--- config.mk ---
export PLATFORM = sky130hd
export DESIGN_NAME = pid_controller_clamped_top_flat
export DESIGN_NICKNAME = d
export VERILOG_FILES = /design/src/rtl/pcc_pkg.sv /design/src/rtl/pcc_if.sv /design/src/rtl/pcc_cfg.sv /design/src/rtl/pcc_front.sv /design/src/rtl/pcc_queue.sv /design/src/rtl/pcc_back.sv /design/src/rtl/pid_controller_clamped_top.sv /design/src/flat_wrapper.sv
export SDC_FILE = /design/constraint.sdc
export NUM_CORES = 2
export LEC_CHECK = 0
export BUFFER_PORTS_ARGS = -buffer_cell sky130_fd_sc_hd__buf_4
export CAP_MARGIN = 30
export CELL_PAD_IN_SITES_DETAIL_PLACEMENT = 0
export CELL_PAD_IN_SITES_GLOBAL_PLACEMENT = 1
export CORE_UTILIZATION = 29
export DETAILED_ROUTE_END_ITERATION = 10
export GPL_TIMING_DRIVEN = 0
export PLACE_DENSITY = 0.53
export SLEW_MARGIN = 20
export SYNTH_ARGS = -nofsm -noshare
export SYNTH_HDL_FRONTEND = slang
export SYNTH_HIERARCHICAL = 1
export SYNTH_SLANG_ARGS = --single-unit
--- constraint.sdc ---
create_clock -name i_clk -period 9.5 [get_ports i_clk]
set_input_delay 0.95 -clock i_clk [delete_from_list [all_inputs] [get_ports i_clk]]
set_output_delay 0.95 -clock i_clk [all_outputs]
set_load 0.05 [all_outputs]
--- src/rtl/pcc_pkg.sv ---
package pcc_pkg;

    localparam int unsigned SAMPLE_W = 16;
    localparam int unsigned SUM_W    = 32;
    localparam int unsigned DIFF_W   = SAMPLE_W + 1;
    localparam int unsigned FRAC_W   = 8;

    // Widths of the shifted product terms and of their sum.
    localparam int unsigned P_W = 2 * SAMPLE_W - FRAC_W;          // 24
    localparam int unsigned I_W = SAMPLE_W + SUM_W - FRAC_W;      // 40
    localparam int unsigned D_W = SAMPLE_W + DIFF_W - FRAC_W;     // 25
    localparam int unsigned Y_W = I_W + 1;                        // 41

    localparam int unsigned PADDR_W = 5;
    localparam int unsigned PDATA_W = 32;

    // Register indexes (byte address divided by four).
    typedef enum logic [2:0] {
        REG_GAIN_P    = 3'd0,
        REG_GAIN_I    = 3'd1,
        REG_GAIN_D    = 3'd2,
        REG_DRIVE_MAX = 3'd3,
        REG_DRIVE_MIN = 3'd4
    } t_reg_idx;

    localparam logic signed [SAMPLE_W-1:0] DRIVE_MAX_RST = 16'sh7FFF;
    localparam logic signed [SAMPLE_W-1:0] DRIVE_MIN_RST = 16'sh8000;

    typedef struct packed {
        logic signed [SAMPLE_W-1:0] gain_p;
        logic signed [SAMPLE_W-1:0] gain_i;
        logic signed [SAMPLE_W-1:0] gain_d;
        logic signed [SAMPLE_W-1:0] drive_max;
        logic signed [SAMPLE_W-1:0] drive_min;
    } t_cfg;

    // One classified sample on its way from the front to the back.
    typedef struct packed {
        logic signed [SAMPLE_W-1:0] error_sample;
        logic signed [SUM_W-1:0]    sum;
        logic signed [DIFF_W-1:0]   diff;
        logic                       diff_en;
    } t_item;

endpackage

--- src/rtl/pcc_if.sv ---
interface pcc_in_if;
    logic                                valid;
    logic                                ready;
    logic signed [pcc_pkg::SAMPLE_W-1:0] error_sample;

    modport source (output valid, output error_sample, input ready);
    modport sink   (input valid, input error_sample, output ready);
endinterface

interface pcc_out_if;
    logic                                valid;
    logic                                ready;
    logic signed [pcc_pkg::SAMPLE_W-1:0] drive;
    logic signed [pcc_pkg::SUM_W-1:0]    error_total;

    modport source (output valid, output drive, output error_total, input ready);
    modport sink   (input valid, input drive, input error_total, output ready);
endinterface

--- src/rtl/pcc_cfg.sv ---
module pcc_cfg (
    input  logic                         i_clk,
    input  logic                         i_rst_n,
    input  logic                         psel,
    input  logic                         penable,
    input  logic                         pwrite,
    input  logic [pcc_pkg::PADDR_W-1:0]  paddr,
    input  logic [pcc_pkg::PDATA_W-1:0]  pwdata,
    output logic [pcc_pkg::PDATA_W-1:0]  prdata,
    output logic                         pready,
    output pcc_pkg::t_cfg                o_cfg
);

    pcc_pkg::t_cfg r_cfg;
    pcc_pkg::t_cfg n_cfg;
    logic [2:0]    w_idx;
    logic          w_wr;
    logic signed [pcc_pkg::SAMPLE_W-1:0] w_wdata;
    logic signed [pcc_pkg::SAMPLE_W-1:0] w_rdata;

    assign pready  = 1'b1;
    assign w_idx   = paddr[pcc_pkg::PADDR_W-1:2];
    assign w_wr    = psel && penable && pwrite;
    assign w_wdata = pwdata[pcc_pkg::SAMPLE_W-1:0];

    always_comb begin
        n_cfg = r_cfg;
        if (w_wr) begin
            unique case (w_idx)
                pcc_pkg::REG_GAIN_P:    n_cfg.gain_p    = w_wdata;
                pcc_pkg::REG_GAIN_I:    n_cfg.gain_i    = w_wdata;
                pcc_pkg::REG_GAIN_D:    n_cfg.gain_d    = w_wdata;
                pcc_pkg::REG_DRIVE_MAX: n_cfg.drive_max = w_wdata;
                pcc_pkg::REG_DRIVE_MIN: n_cfg.drive_min = w_wdata;
                default:                n_cfg           = r_cfg;
            endcase
        end
    end

    always_ff @(posedge i_clk) begin
        if (!i_rst_n) begin
            r_cfg.gain_p    <= '0;
            r_cfg.gain_i    <= '0;
            r_cfg.gain_d    <= '0;
            r_cfg.drive_max <= pcc_pkg::DRIVE_MAX_RST;
            r_cfg.drive_min <= pcc_pkg::DRIVE_MIN_RST;
        end else begin
            r_cfg <= n_cfg;
        end
    end

    always_comb begin
        unique case (w_idx)
            pcc_pkg::REG_GAIN_P:    w_rdata = r_cfg.gain_p;
            pcc_pkg::REG_GAIN_I:    w_rdata = r_cfg.gain_i;
            pcc_pkg::REG_GAIN_D:    w_rdata = r_cfg.gain_d;
            pcc_pkg::REG_DRIVE_MAX: w_rdata = r_cfg.drive_max;
            pcc_pkg::REG_DRIVE_MIN: w_rdata = r_cfg.drive_min;
            default:                w_rdata = '0;
        endcase
    end

    assign prdata = pcc_pkg::PDATA_W'(w_rdata);
    assign o_cfg  = r_cfg;

endmodule

--- src/rtl/pcc_front.sv ---
module pcc_front (
    input  logic                                i_clk,
    input  logic                                i_rst_n,
    input  logic                                i_in_valid,
    input  logic signed [pcc_pkg::SAMPLE_W-1:0] i_error_sample,
    output logic                                o_in_ready,
    input  logic                                i_queue_full,
    output logic                                o_push,
    output pcc_pkg::t_item                      o_item
);

    logic signed [pcc_pkg::SUM_W-1:0]    r_sum;
    logic signed [pcc_pkg::SAMPLE_W-1:0] r_prev;
    logic                                r_have_prev;
    logic signed [pcc_pkg::SUM_W:0]      w_sum_wide;
    logic signed [pcc_pkg::SUM_W-1:0]    n_sum;

    assign o_in_ready = !i_queue_full;
    assign o_push     = i_in_valid && !i_queue_full;

    // Saturating accumulate: the two top bits differ only on overflow.
    assign w_sum_wide = (pcc_pkg::SUM_W+1)'(r_sum) + (pcc_pkg::SUM_W+1)'(i_error_sample);

    always_comb begin
        if (w_sum_wide[pcc_pkg::SUM_W] != w_sum_wide[pcc_pkg::SUM_W-1]) begin
            n_sum = w_sum_wide[pcc_pkg::SUM_W] ? {1'b1, {(pcc_pkg::SUM_W-1){1'b0}}}
                                               : {1'b0, {(pcc_pkg::SUM_W-1){1'b1}}};
        end else begin
            n_sum = w_sum_wide[pcc_pkg::SUM_W-1:0];
        end
    end

    always_comb begin
        o_item.error_sample = i_error_sample;
        o_item.sum          = n_sum;
        o_item.diff         = pcc_pkg::DIFF_W'(i_error_sample) - pcc_pkg::DIFF_W'(r_prev);
        o_item.diff_en      = r_have_prev;
    end

    always_ff @(posedge i_clk) begin
        if (!i_rst_n) begin
            r_sum       <= '0;
            r_prev      <= '0;
            r_have_prev <= 1'b0;
        end else if (o_push) begin
            r_sum       <= n_sum;
            r_prev      <= i_error_sample;
            r_have_prev <= 1'b1;
        end
    end

endmodule

--- src/rtl/pcc_queue.sv ---
module pcc_queue #(
    parameter int unsigned DEPTH = 4
) (
    input  logic           i_clk,
    input  logic           i_rst_n,
    input  logic           i_push,
    input  pcc_pkg::t_item i_data,
    output logic           o_full,
    input  logic           i_pop,
    output logic           o_valid,
    output pcc_pkg::t_item o_data
);

    localparam int unsigned AW = (DEPTH > 1) ? $clog2(DEPTH) : 1;
    localparam int unsigned CW = $clog2(DEPTH + 1);

    pcc_pkg::t_item r_mem [DEPTH];
    logic [AW-1:0]  r_wr_ptr;
    logic [AW-1:0]  r_rd_ptr;
    logic [CW-1:0]  r_count;
    logic           w_push;
    logic           w_pop;

    assign o_full  = (r_count == CW'(DEPTH));
    assign o_valid = (r_count != '0);
    assign o_data  = r_mem[r_rd_ptr];
    assign w_push  = i_push && !o_full;
    assign w_pop   = i_pop && o_valid;

    always_ff @(posedge i_clk) begin
        if (w_push) begin
            r_mem[r_wr_ptr] <= i_data;
        end
    end

    always_ff @(posedge i_clk) begin
        if (!i_rst_n) begin
            r_wr_ptr <= '0;
            r_rd_ptr <= '0;
            r_count  <= '0;
        end else begin
            if (w_push) begin
                r_wr_ptr <= (r_wr_ptr == AW'(DEPTH - 1)) ? '0 : r_wr_ptr + 1'b1;
            end
            if (w_pop) begin
                r_rd_ptr <= (r_rd_ptr == AW'(DEPTH - 1)) ? '0 : r_rd_ptr + 1'b1;
            end
            if (w_push && !w_pop) begin
                r_count <= r_count + 1'b1;
            end else if (w_pop && !w_push) begin
                r_count <= r_count - 1'b1;
            end
        end
    end

endmodule

--- src/rtl/pcc_back.sv ---
module pcc_back (
    input  logic                                i_clk,
    input  logic                                i_rst_n,
    input  pcc_pkg::t_cfg                       i_cfg,
    input  logic                                i_item_valid,
    input  pcc_pkg::t_item                      i_item,
    output logic                                o_pop,
    output logic                                o_valid,
    input  logic                                i_ready,
    output logic signed [pcc_pkg::SAMPLE_W-1:0] o_drive,
    output logic signed [pcc_pkg::SUM_W-1:0]    o_error_total
);

    localparam int unsigned FW = pcc_pkg::FRAC_W;

    // Multiply stage
    logic                                 r_s1_valid;
    logic signed [pcc_pkg::P_W-1:0]       r_p;
    logic signed [pcc_pkg::I_W-1:0]       r_i;
    logic signed [pcc_pkg::D_W-1:0]       r_d;
    logic signed [pcc_pkg::SUM_W-1:0]     r_s1_sum;

    // Output register
    logic                                 r_out_valid;
    logic signed [pcc_pkg::SAMPLE_W-1:0]  r_drive;
    logic signed [pcc_pkg::SUM_W-1:0]     r_total;

    logic signed [2*pcc_pkg::SAMPLE_W-1:0]              w_prod_p;
    logic signed [pcc_pkg::SAMPLE_W+pcc_pkg::SUM_W-1:0] w_prod_i;
    logic signed [pcc_pkg::SAMPLE_W+pcc_pkg::DIFF_W-1:0] w_prod_d;
    logic signed [pcc_pkg::Y_W-1:0]       w_y;
    logic signed [pcc_pkg::Y_W-1:0]       w_max;
    logic signed [pcc_pkg::Y_W-1:0]       w_min;
    logic signed [pcc_pkg::SAMPLE_W-1:0]  n_drive;
    logic                                 w_out_load;
    logic                                 w_s1_load;

    assign w_out_load = !r_out_valid || i_ready;
    assign w_s1_load  = !r_s1_valid || w_out_load;
    assign o_pop      = w_s1_load && i_item_valid;

    assign w_prod_p = i_cfg.gain_p * i_item.error_sample;
    assign w_prod_i = i_cfg.gain_i * i_item.sum;
    assign w_prod_d = i_cfg.gain_d * i_item.diff;

    always_ff @(posedge i_clk) begin
        if (w_s1_load) begin
            r_p      <= w_prod_p[2*pcc_pkg::SAMPLE_W-1:FW];
            r_i      <= w_prod_i[pcc_pkg::SAMPLE_W+pcc_pkg::SUM_W-1:FW];
            r_d      <= i_item.diff_en ? w_prod_d[pcc_pkg::SAMPLE_W+pcc_pkg::DIFF_W-1:FW]
                                       : '0;
            r_s1_sum <= i_item.sum;
        end
    end

    assign w_y   = pcc_pkg::Y_W'(r_p) + pcc_pkg::Y_W'(r_i) + pcc_pkg::Y_W'(r_d);
    assign w_max = pcc_pkg::Y_W'(i_cfg.drive_max);
    assign w_min = pcc_pkg::Y_W'(i_cfg.drive_min);

    // The upper bound wins when the bounds are inverted.
    always_comb begin
        if (w_y > w_max) begin
            n_drive = i_cfg.drive_max;
        end else if (w_y < w_min) begin
            n_drive = i_cfg.drive_min;
        end else begin
            n_drive = w_y[pcc_pkg::SAMPLE_W-1:0];
        end
    end

    always_ff @(posedge i_clk) begin
        if (w_out_load && r_s1_valid) begin
            r_drive <= n_drive;
            r_total <= r_s1_sum;
        end
    end

    always_ff @(posedge i_clk) begin
        if (!i_rst_n) begin
            r_s1_valid  <= 1'b0;
            r_out_valid <= 1'b0;
        end else begin
            if (w_s1_load) begin
                r_s1_valid <= i_item_valid;
            end
            if (w_out_load) begin
                r_out_valid <= r_s1_valid;
            end
        end
    end

    assign o_valid       = r_out_valid;
    assign o_drive       = r_drive;
    assign o_error_total = r_total;

endmodule

--- src/rtl/pid_controller_clamped_top.sv ---
// PID controller with output clamp, Q8.8 fixed point.
//
// Input channel i_sample carries one signed error sample per transaction.
// Output channel o_result returns, in input order, the clamped drive
// (Kp*e + Ki*sum + Kd*(e - previous)) and the saturated 32-bit integral sum
// that includes this sample. Gains and clamp bounds sit behind an APB-style
// port at byte addresses 0x00 (gain_p), 0x04 (gain_i), 0x08 (gain_d), 0x0C
// (drive_max) and 0x10 (drive_min); write them only while nothing is in flight.
//
// Throughput is one transaction per cycle while results are taken. The front
// updates the integral and the previous error in the cycle of acceptance. An
// accepted sample is written into the queue, then goes from the queue through
// the multipliers into the stage registers and through add-and-clamp into the
// output register, where its result becomes valid.
//
// A synchronous active-low reset clears the integral, the previous error, the
// first-sample flag, the queue and the pipeline, and restores register reset
// values. When the receiver stalls the output register holds, the pipeline
// fills and the QUEUE_DEPTH-entry queue takes further samples before
// i_sample.ready drops; up to QUEUE_DEPTH + 2 transactions may be in flight.
module pid_controller_clamped_top #(
    parameter int unsigned QUEUE_DEPTH = 4
) (
    input  logic                         i_clk,
    input  logic                         i_rst_n,
    pcc_in_if.sink                       i_sample,
    pcc_out_if.source                    o_result,
    input  logic                         psel,
    input  logic                         penable,
    input  logic                         pwrite,
    input  logic [pcc_pkg::PADDR_W-1:0]  paddr,
    input  logic [pcc_pkg::PDATA_W-1:0]  pwdata,
    output logic [pcc_pkg::PDATA_W-1:0]  prdata,
    output logic                         pready
);

    pcc_pkg::t_cfg  w_cfg;
    pcc_pkg::t_item w_push_item;
    pcc_pkg::t_item w_pop_item;
    logic           w_push;
    logic           w_full;
    logic           w_pop;
    logic           w_q_valid;

    // Register file for gains and clamp bounds.
    pcc_cfg u_cfg (
        .i_clk   (i_clk),
        .i_rst_n (i_rst_n),
        .psel    (psel),
        .penable (penable),
        .pwrite  (pwrite),
        .paddr   (paddr),
        .pwdata  (pwdata),
        .prdata  (prdata),
        .pready  (pready),
        .o_cfg   (w_cfg)
    );

    // Front: accepts a sample, updates the integral and forms the difference.
    pcc_front u_front (
        .i_clk          (i_clk),
        .i_rst_n        (i_rst_n),
        .i_in_valid     (i_sample.valid),
        .i_error_sample (i_sample.error_sample),
        .o_in_ready     (i_sample.ready),
        .i_queue_full   (w_full),
        .o_push         (w_push),
        .o_item         (w_push_item)
    );

    // Decouples the front from back-pressure on the result channel.
    pcc_queue #(
        .DEPTH (QUEUE_DEPTH)
    ) u_queue (
        .i_clk   (i_clk),
        .i_rst_n (i_rst_n),
        .i_push  (w_push),
        .i_data  (w_push_item),
        .o_full  (w_full),
        .i_pop   (w_pop),
        .o_valid (w_q_valid),
        .o_data  (w_pop_item)
    );

    // Back: multiplies, sums, clamps and holds the result for the receiver.
    pcc_back u_back (
        .i_clk         (i_clk),
        .i_rst_n       (i_rst_n),
        .i_cfg         (w_cfg),
        .i_item_valid  (w_q_valid),
        .i_item        (w_pop_item),
        .o_pop         (w_pop),
        .o_valid       (o_result.valid),
        .i_ready       (o_result.ready),
        .o_drive       (o_result.drive),
        .o_error_total (o_result.error_total)
    );

endmodule

--- src/flat_wrapper.sv ---
// flat-port wrapper written by rule: the top's interface ports become plain ports
module pid_controller_clamped_top_flat 
#(
    parameter int unsigned QUEUE_DEPTH = 4
)
  (i_clk, i_rst_n, psel, penable, pwrite, paddr, pwdata, prdata, pready, i_sample_valid, i_sample_error_sample, i_sample_ready, o_result_valid, o_result_drive, o_result_error_total, o_result_ready);
  pcc_in_if i_sample_i ();
  pcc_out_if o_result_i ();
  input  logic i_clk;
  input  logic i_rst_n;
  input  logic psel;
  input  logic penable;
  input  logic pwrite;
  input  logic [pcc_pkg::PADDR_W-1:0] paddr;
  input  logic [pcc_pkg::PDATA_W-1:0] pwdata;
  output logic [pcc_pkg::PDATA_W-1:0] prdata;
  output logic pready;
  input wire logic [$bits(i_sample_i.valid)-1:0] i_sample_valid;
  input wire logic [$bits(i_sample_i.error_sample)-1:0] i_sample_error_sample;
  output wire logic [$bits(i_sample_i.ready)-1:0] i_sample_ready;
  output wire logic [$bits(o_result_i.valid)-1:0] o_result_valid;
  output wire logic [$bits(o_result_i.drive)-1:0] o_result_drive;
  output wire logic [$bits(o_result_i.error_total)-1:0] o_result_error_total;
  input wire logic [$bits(o_result_i.ready)-1:0] o_result_ready;
  assign i_sample_i.valid = i_sample_valid;
  assign i_sample_i.error_sample = i_sample_error_sample;
  assign i_sample_ready = i_sample_i.ready;
  assign o_result_valid = o_result_i.valid;
  assign o_result_drive = o_result_i.drive;
  assign o_result_error_total = o_result_i.error_total;
  assign o_result_i.ready = o_result_ready;
  pid_controller_clamped_top #(.QUEUE_DEPTH(QUEUE_DEPTH)) u_core (.i_clk(i_clk), .i_rst_n(i_rst_n), .i_sample(i_sample_i), .o_result(o_result_i), .psel(psel), .penable(penable), .pwrite(pwrite), .paddr(paddr), .pwdata(pwdata), .prdata(prdata), .pready(pready));
endmodule
# ---- Yosys cells after proc, flatten, opt, wreduce, memory -nomap -nowiden
# Memories as Yosys holds them, arrays and structs flattened. A register that Yosys moved wholly into a read port is not among the register bits.
# Index checks and enable logic that the tools add are counted.
dict set report classes {
  magnitude_cmp 2
  n_mul 3
  eq_ne 8
  add_sub_neg 8
  n_reduce_logical 24
  mux 13
}
# operator n
set op_table {}
lappend op_table {{16-bit case mux with 5 select lines} 1}
lappend op_table {{32-bit two-way mux} 2}
lappend op_table {{16-bit by 32-bit multiplier with 48-bit output} 1}
lappend op_table {{24-bit by 40-bit adder with 41-bit output} 1}
lappend op_table {{41-bit by 25-bit adder with 41-bit output} 1}
lappend op_table {{41-bit by 16-bit > comparator with 1-bit output} 1}
lappend op_table {{41-bit by 16-bit less-than comparator with 1-bit output} 1}
lappend op_table {{32-bit by 16-bit adder with 33-bit output} 1}
lappend op_table {{16-bit by 17-bit multiplier with 33-bit output} 1}
lappend op_table {{16-bit by 16-bit multiplier with 32-bit output} 1}
lappend op_table {{16-bit two-way mux} 2}
lappend op_table {{16-bit by 16-bit subtractor with 17-bit output} 1}
lappend op_table {{2-bit AND reduction} 5}
lappend op_table {{1-bit logical AND} 9}
lappend op_table {{2-bit two-way mux} 4}
lappend op_table {{3-bit by 2-bit == test with 1-bit output, second input constant} 2}
lappend op_table {{3-bit == test, second input constant} 2}
lappend op_table {{3-bit two-way mux} 2}
lappend op_table {{1-bit zero test} 5}
lappend op_table {{2-bit by 1-bit adder with 2-bit output, second input constant} 2}
lappend op_table {{2-bit == test, second input constant} 2}
lappend op_table {{3-bit by 1-bit adder with 3-bit output, second input constant} 1}
lappend op_table {{3-bit by 1-bit == test with 1-bit output, second input constant} 1}
lappend op_table {{3-bit zero test} 1}
lappend op_table {{6 further kinds} 8}
dict set report word_totals {
  n_memories 1
  input_bits 60
  ram_bits 264
  elab_cells 78
  out_inout_bits 83
  register_bits 307
}
# name words word_bits rd rd_ports_with_merged_regs wr line
set memory_table {}
lappend memory_table {u_core.u_queue.r_mem 4 66 1 1 1 pcc_queue.sv:17} ;# pcc_pkg::t_item r_mem [DEPTH];

# ---- Depth between registers and ports, before layout
dict set report logic_depth {
  word_depth 8
  depth_mapped 28
  depth_no_buf 26
}

# ---- Cells and area by module
# Netlist, hierarchy kept.
# mod cells_per_inst n_inst area_each_um2 seq_area_each_um2
set by_module_without_submodules {}
lappend by_module_without_submodules {pcc_back 4897 1 46901.2 5114.9}
lappend by_module_without_submodules {pcc_queue 395 1 9994.6 8107.8}
lappend by_module_without_submodules {pcc_front 617 1 4788.3 980.9}
lappend by_module_without_submodules {pcc_cfg 403 1 3793.6 1601.5}

# ---- Worst setup path before layout
# Ideal clock, no wire load.
dict set report synth_path {
  path_kind {reg-to-reg}
  startpoint {register (tool-made name)}
  endpoint {register u_core/u_back/r_d[23] in the netlist's numbering (data pin)}
  arrival_time_ns 6.930
  path_stages_with_launch 26
  slack_ns 2.305
  cell_sequence {dfxtp_1 > buf_6 > buf_6 > mux4_2 > clkbuf_1 > nand2_1 > inv_1 > fa_1 > inv_1 > fa_1 > inv_1 > fa_1 > fa_1 > fa_1 > inv_1 > fa_1 > inv_1 > ha_1 > or3_1 > a211oi_1 > a31oi_1 > a41o_1 > a21o_1 > a211o_1 > o31ai_1 > mux2i_1}
}
# item line
set synth_rtl {}
lappend synth_rtl {{to (signal assigned)} pcc_back.sv:50} ;# r_d <= i_item.diff_en ? w_prod_d[pcc_pkg::SAMPLE_W+pcc_pkg::DIFF_W-1:FW]
lappend synth_rtl {{to (decl)} pcc_back.sv:20} ;# logic signed [pcc_pkg::D_W-1:0] r_d;

==> results_dict.tcl <==
set metrics [dict create \
    finalNonFillerCells 9573 \
    min_from "u_core/u_back/r_s1_sum[10]" \
    drt_iter0_markers 2506 \
    place.gp.congestion 0.884 \
    grt_max_degree 51 \
    synth_top_family_by_area "adder cells" \
    nets 8094 \
    viasPerCell 4.63 \
    port_buffers 123 \
    rsz0062_at_grt "false" \
    hold_path_end "u_core/u_back/o_error_total[10]" \
    die_h_um 477 \
    clock_latency_ns 0.70 \
    slew_viol_final 0 \
    drc 0 \
    antenna_found_initial 22 \
    die_area_mm2 0.228 \
    synth_edf_count 433 \
    grtUsageTotal 0.187 \
    dp_hpwl_mm 174 \
    numCtsBuffers 69 \
    post_cts_resize_count 0 \
    synth_area_mm2 0.0655 \
    num_vias 44400 \
    routedWlPerCell_um 22.0 \
    status "complete, no violations" \
    cts_buffer_depth 3 \
    ys_ff_latch 573 \
    drive_above_1_share 0.0693 \
    synth_compound_area_frac 0.0690 \
    ios 143 \
    syn_area_per_cell_um2 10.4 \
    whs_path_depth 0 \
    clk_pin_slew_ns 0.06 \
    powerDensity_mw_per_mm2 193 \
    hold_viol_final 0 \
    ir_worst_vdd_mv 0.225 \
    cts_tree "built" \
    synthArstFlopShare 0 \
    dp_cells 9443 \
    postCtsSetupRepairBufs 0 \
    worstPathArrival_ns 9.42 \
    htree_num_levels 3 \
    syn2layout_area_growth_pct 11.2 \
    reg2reg_depth 25 \
    leakagePower_nw 33.5 \
    fin_tns_setup_ns 0 \
    synthSimpleGateAreaFrac 0.118 \
    wl_mm 211 \
    maxCapViolations 0 \
    fin_crit_ns 8.97 \
    syn-num-nets 7882 \
    timing.final.crit_share 0.944 \
    layout_commonest_cell "inv_1" \
    max_freq_ghz 0.112 \
    core_mm2 0.225 \
    max_slew_margin 0.333 \
    first_pass_iters 5 \
    setup_viol 0 \
    hp-class "register to register" \
    tightest_slew_ns 1.00 \
    grt_pass1_vias 48200 \
    start_kind "register" \
    end_kind "register" \
    ant_nets 0 \
    finalClockSkew_ns 0.0591 \
    cts-root-buf "clkbuf_16" \
    synth-xor-area-share 0.0226 \
    r2r_end "u_core/u_back/r_i[39]" \
    yosys_warnings 6 \
    synthFlopType "edfxtp_1" \
    syn_inst 6312 \
    muxShareOfSynthArea 0.0436 \
    grt.overflow.total 0 \
    fillCellCount 23300 \
    reg2reg_slack_ns 0.53 \
    synth-adder-area-share 0.411 \
    clock-sinks 573 \
    synth_cell_types 94 \
    grt_pass1_wl_mm 317 \
    die-width_um 477 \
    initial_utilization 0.291 \
    ys_seq_area_frac 0.241 \
    ctsHoldBuffers 0 \
    critPathRequiredTime_ns 9.95 \
    rows 174 \
    crit_type "register to register" \
    final_cell_mix "inv_1 (1286), fa_1 (1065), nand2_1 (825)" \
    critPathMaxFanout 10 \
]
## cell families (layout without fill, tap and decap cells)
group,after synthesis,count (layout)
buf+inv,1560,1827
flops,573,573
xor+xnor,169,169
fa+ha+maj,1510,1510
compound gates,652,652
simple gates,1645,1645
mux,202,202
other cells,1,3
## cell usage after synthesis (7+ instances only)
cell type / count / area (µm²)
xor2_1: 46 / 403
mux4_2: 66 / 1490
or3_1: 11 / 68.8
a21boi_0: 21 / 158
a211oi_1: 16 / 120
nand2b_1: 33 / 206
o211ai_2: 21 / 263
and3_1: 21 / 131
buf_4: 43 / 323
nor2b_1: 32 / 200
xnor2_1: 123 / 1080
buf_6: 9 / 101
ha_1: 445 / 5570
nand2_1: 826 / 3100
and2_1: 402 / 2510
o21ai_1: 12 / 60.1
mux2i_1: 131 / 1310
a31oi_1: 17 / 106
nand3_1: 36 / 180
a21o_1: 102 / 766
o311ai_0: 15 / 131
o21a_1: 39 / 293
inv_1: 1286 / 4830
fa_1: 1065 / 21300
o21ai_0: 112 / 561
nor3_1: 36 / 180
edfxtp_1: 433 / 13000
a21oi_1: 145 / 726
nand4_1: 32 / 200
nor2_1: 181 / 679
nor3b_1: 7 / 52.6
o21bai_1: 16 / 120
and4_1: 9 / 78.8
dfxtp_1: 140 / 2800
o22ai_1: 18 / 113
buf_2: 15 / 75.1
clkbuf_1: 199 / 747
o211ai_1: 22 / 165
o31ai_1: 8 / 60.1
a211o_1: 9 / 78.8
## layer usage
layer / vias to the layer above / track usage / wire length (µm)
li1: 20300 / - / -
met5: - / 0 / 0
met4: 0 / 0.0420 / 4550
met2: 823 / 0.321 / 102000
met3: 189 / 0.0181 / 8380
met1: 23000 / 0.254 / 95600
## final cells by class
type | count | area (µm²) | area share
antenna | 2 | 5.00 | 0.0000687
buffer | 273 | 1340 | 0.0184
clock buffer | 78 | 1770 | 0.0243
clock inverter | 48 | 536 | 0.00735
inverter | 1287 | 4830 | 0.0663
multi-input combinational | 4179 | 43500 | 0.598
sequential | 573 | 15800 | 0.217
tap | 2992 | 3740 | 0.0514
timing repair buffer | 141 | 1280 | 0.0175
## worst max path at each step
| stage | to | slack, ns |
|---|---|---|
| floorplan | u_core/u_back/r_d[23] | 2.30 |
| global placement | u_core/u_back/r_d[23] | 0.21 |
| detailed placement | u_core/u_back/r_i[39] | 0.44 |
| CTS | u_core/u_back/r_i[39] | 0.49 |
| global route | u_core/u_back/r_d[24] | 0.17 |
| finish | u_core/u_back/r_i[39] | 0.53 |
## flip-flops by register name, summed over array words and instances, names as in the netlist, named ones only
| signal | flops |
|---|---|
| u_core/u_back/o_drive | 16 |
| u_core/u_back/o_error_total | 32 |
| u_core/u_back/o_valid | 1 |
| u_core/u_back/r_d | 25 |
| u_core/u_back/r_i | 40 |
| u_core/u_back/r_p | 24 |
| u_core/u_back/r_s1_sum | 32 |
| u_core/u_back/r_s1_valid | 1 |
| u_core/u_cfg/o_cfg | 80 |
| u_core/u_front/r_have_prev | 1 |
| u_core/u_front/r_prev | 16 |
| u_core/u_front/r_sum | 32 |
| u_core/u_queue/r_count | 3 |
| u_core/u_queue/r_mem | 264 |
| u_core/u_queue/r_rd_ptr | 2 |
| u_core/u_queue/r_wr_ptr | 2 |
## critical path, stage by stage (launching register included)
cell,delay [ns]
dfxtp_1,0.42
clkbuf_1,0.68
mux4_2,0.64
clkbuf_1,0.59
nand2_1,0.20
inv_1,0.16
fa_1,0.53
fa_1,0.57
inv_1,0.05
fa_1,0.50
inv_1,0.07
fa_1,0.49
fa_1,0.49
inv_1,0.05
fa_1,0.54
inv_1,0.06
ha_1,0.38
a21o_1,0.19
a221o_1,0.37
a211oi_1,0.39
o211ai_1,0.26
a31oi_2,0.39
o21ai_2,0.14
a211o_1,0.31
a21oi_2,0.16
xnor2_1,0.07
## report_power, final
part,internal (mW),switching [mW]
Clock,1.52,1.18
Sequential,3.59,0.320
Combinational,2.43,5.03
## per-stage QoR
| stage | setup WS (ns) | hold WS (ns) | power, mW | utilization | instance area (µm²) |
|---|---|---|---|---|---|
| floorplan | 2.30 | 0.400 | 8.57 | - | 65500 |
| global placement | 0.207 | 0.404 | 11.4 | 0.312 | 70100 |
| detailed placement | 0.444 | 0.406 | 11.5 | 0.314 | 70500 |
| CTS | 0.486 | 0.407 | 14.3 | 0.324 | 72800 |
| global route | 0.165 | 0.414 | 15.1 | 0.324 | 72800 |
| finish | 0.532 | 0.399 | 14.1 | 0.324 | 72800 |
Power figures use the tool's default switching activity.
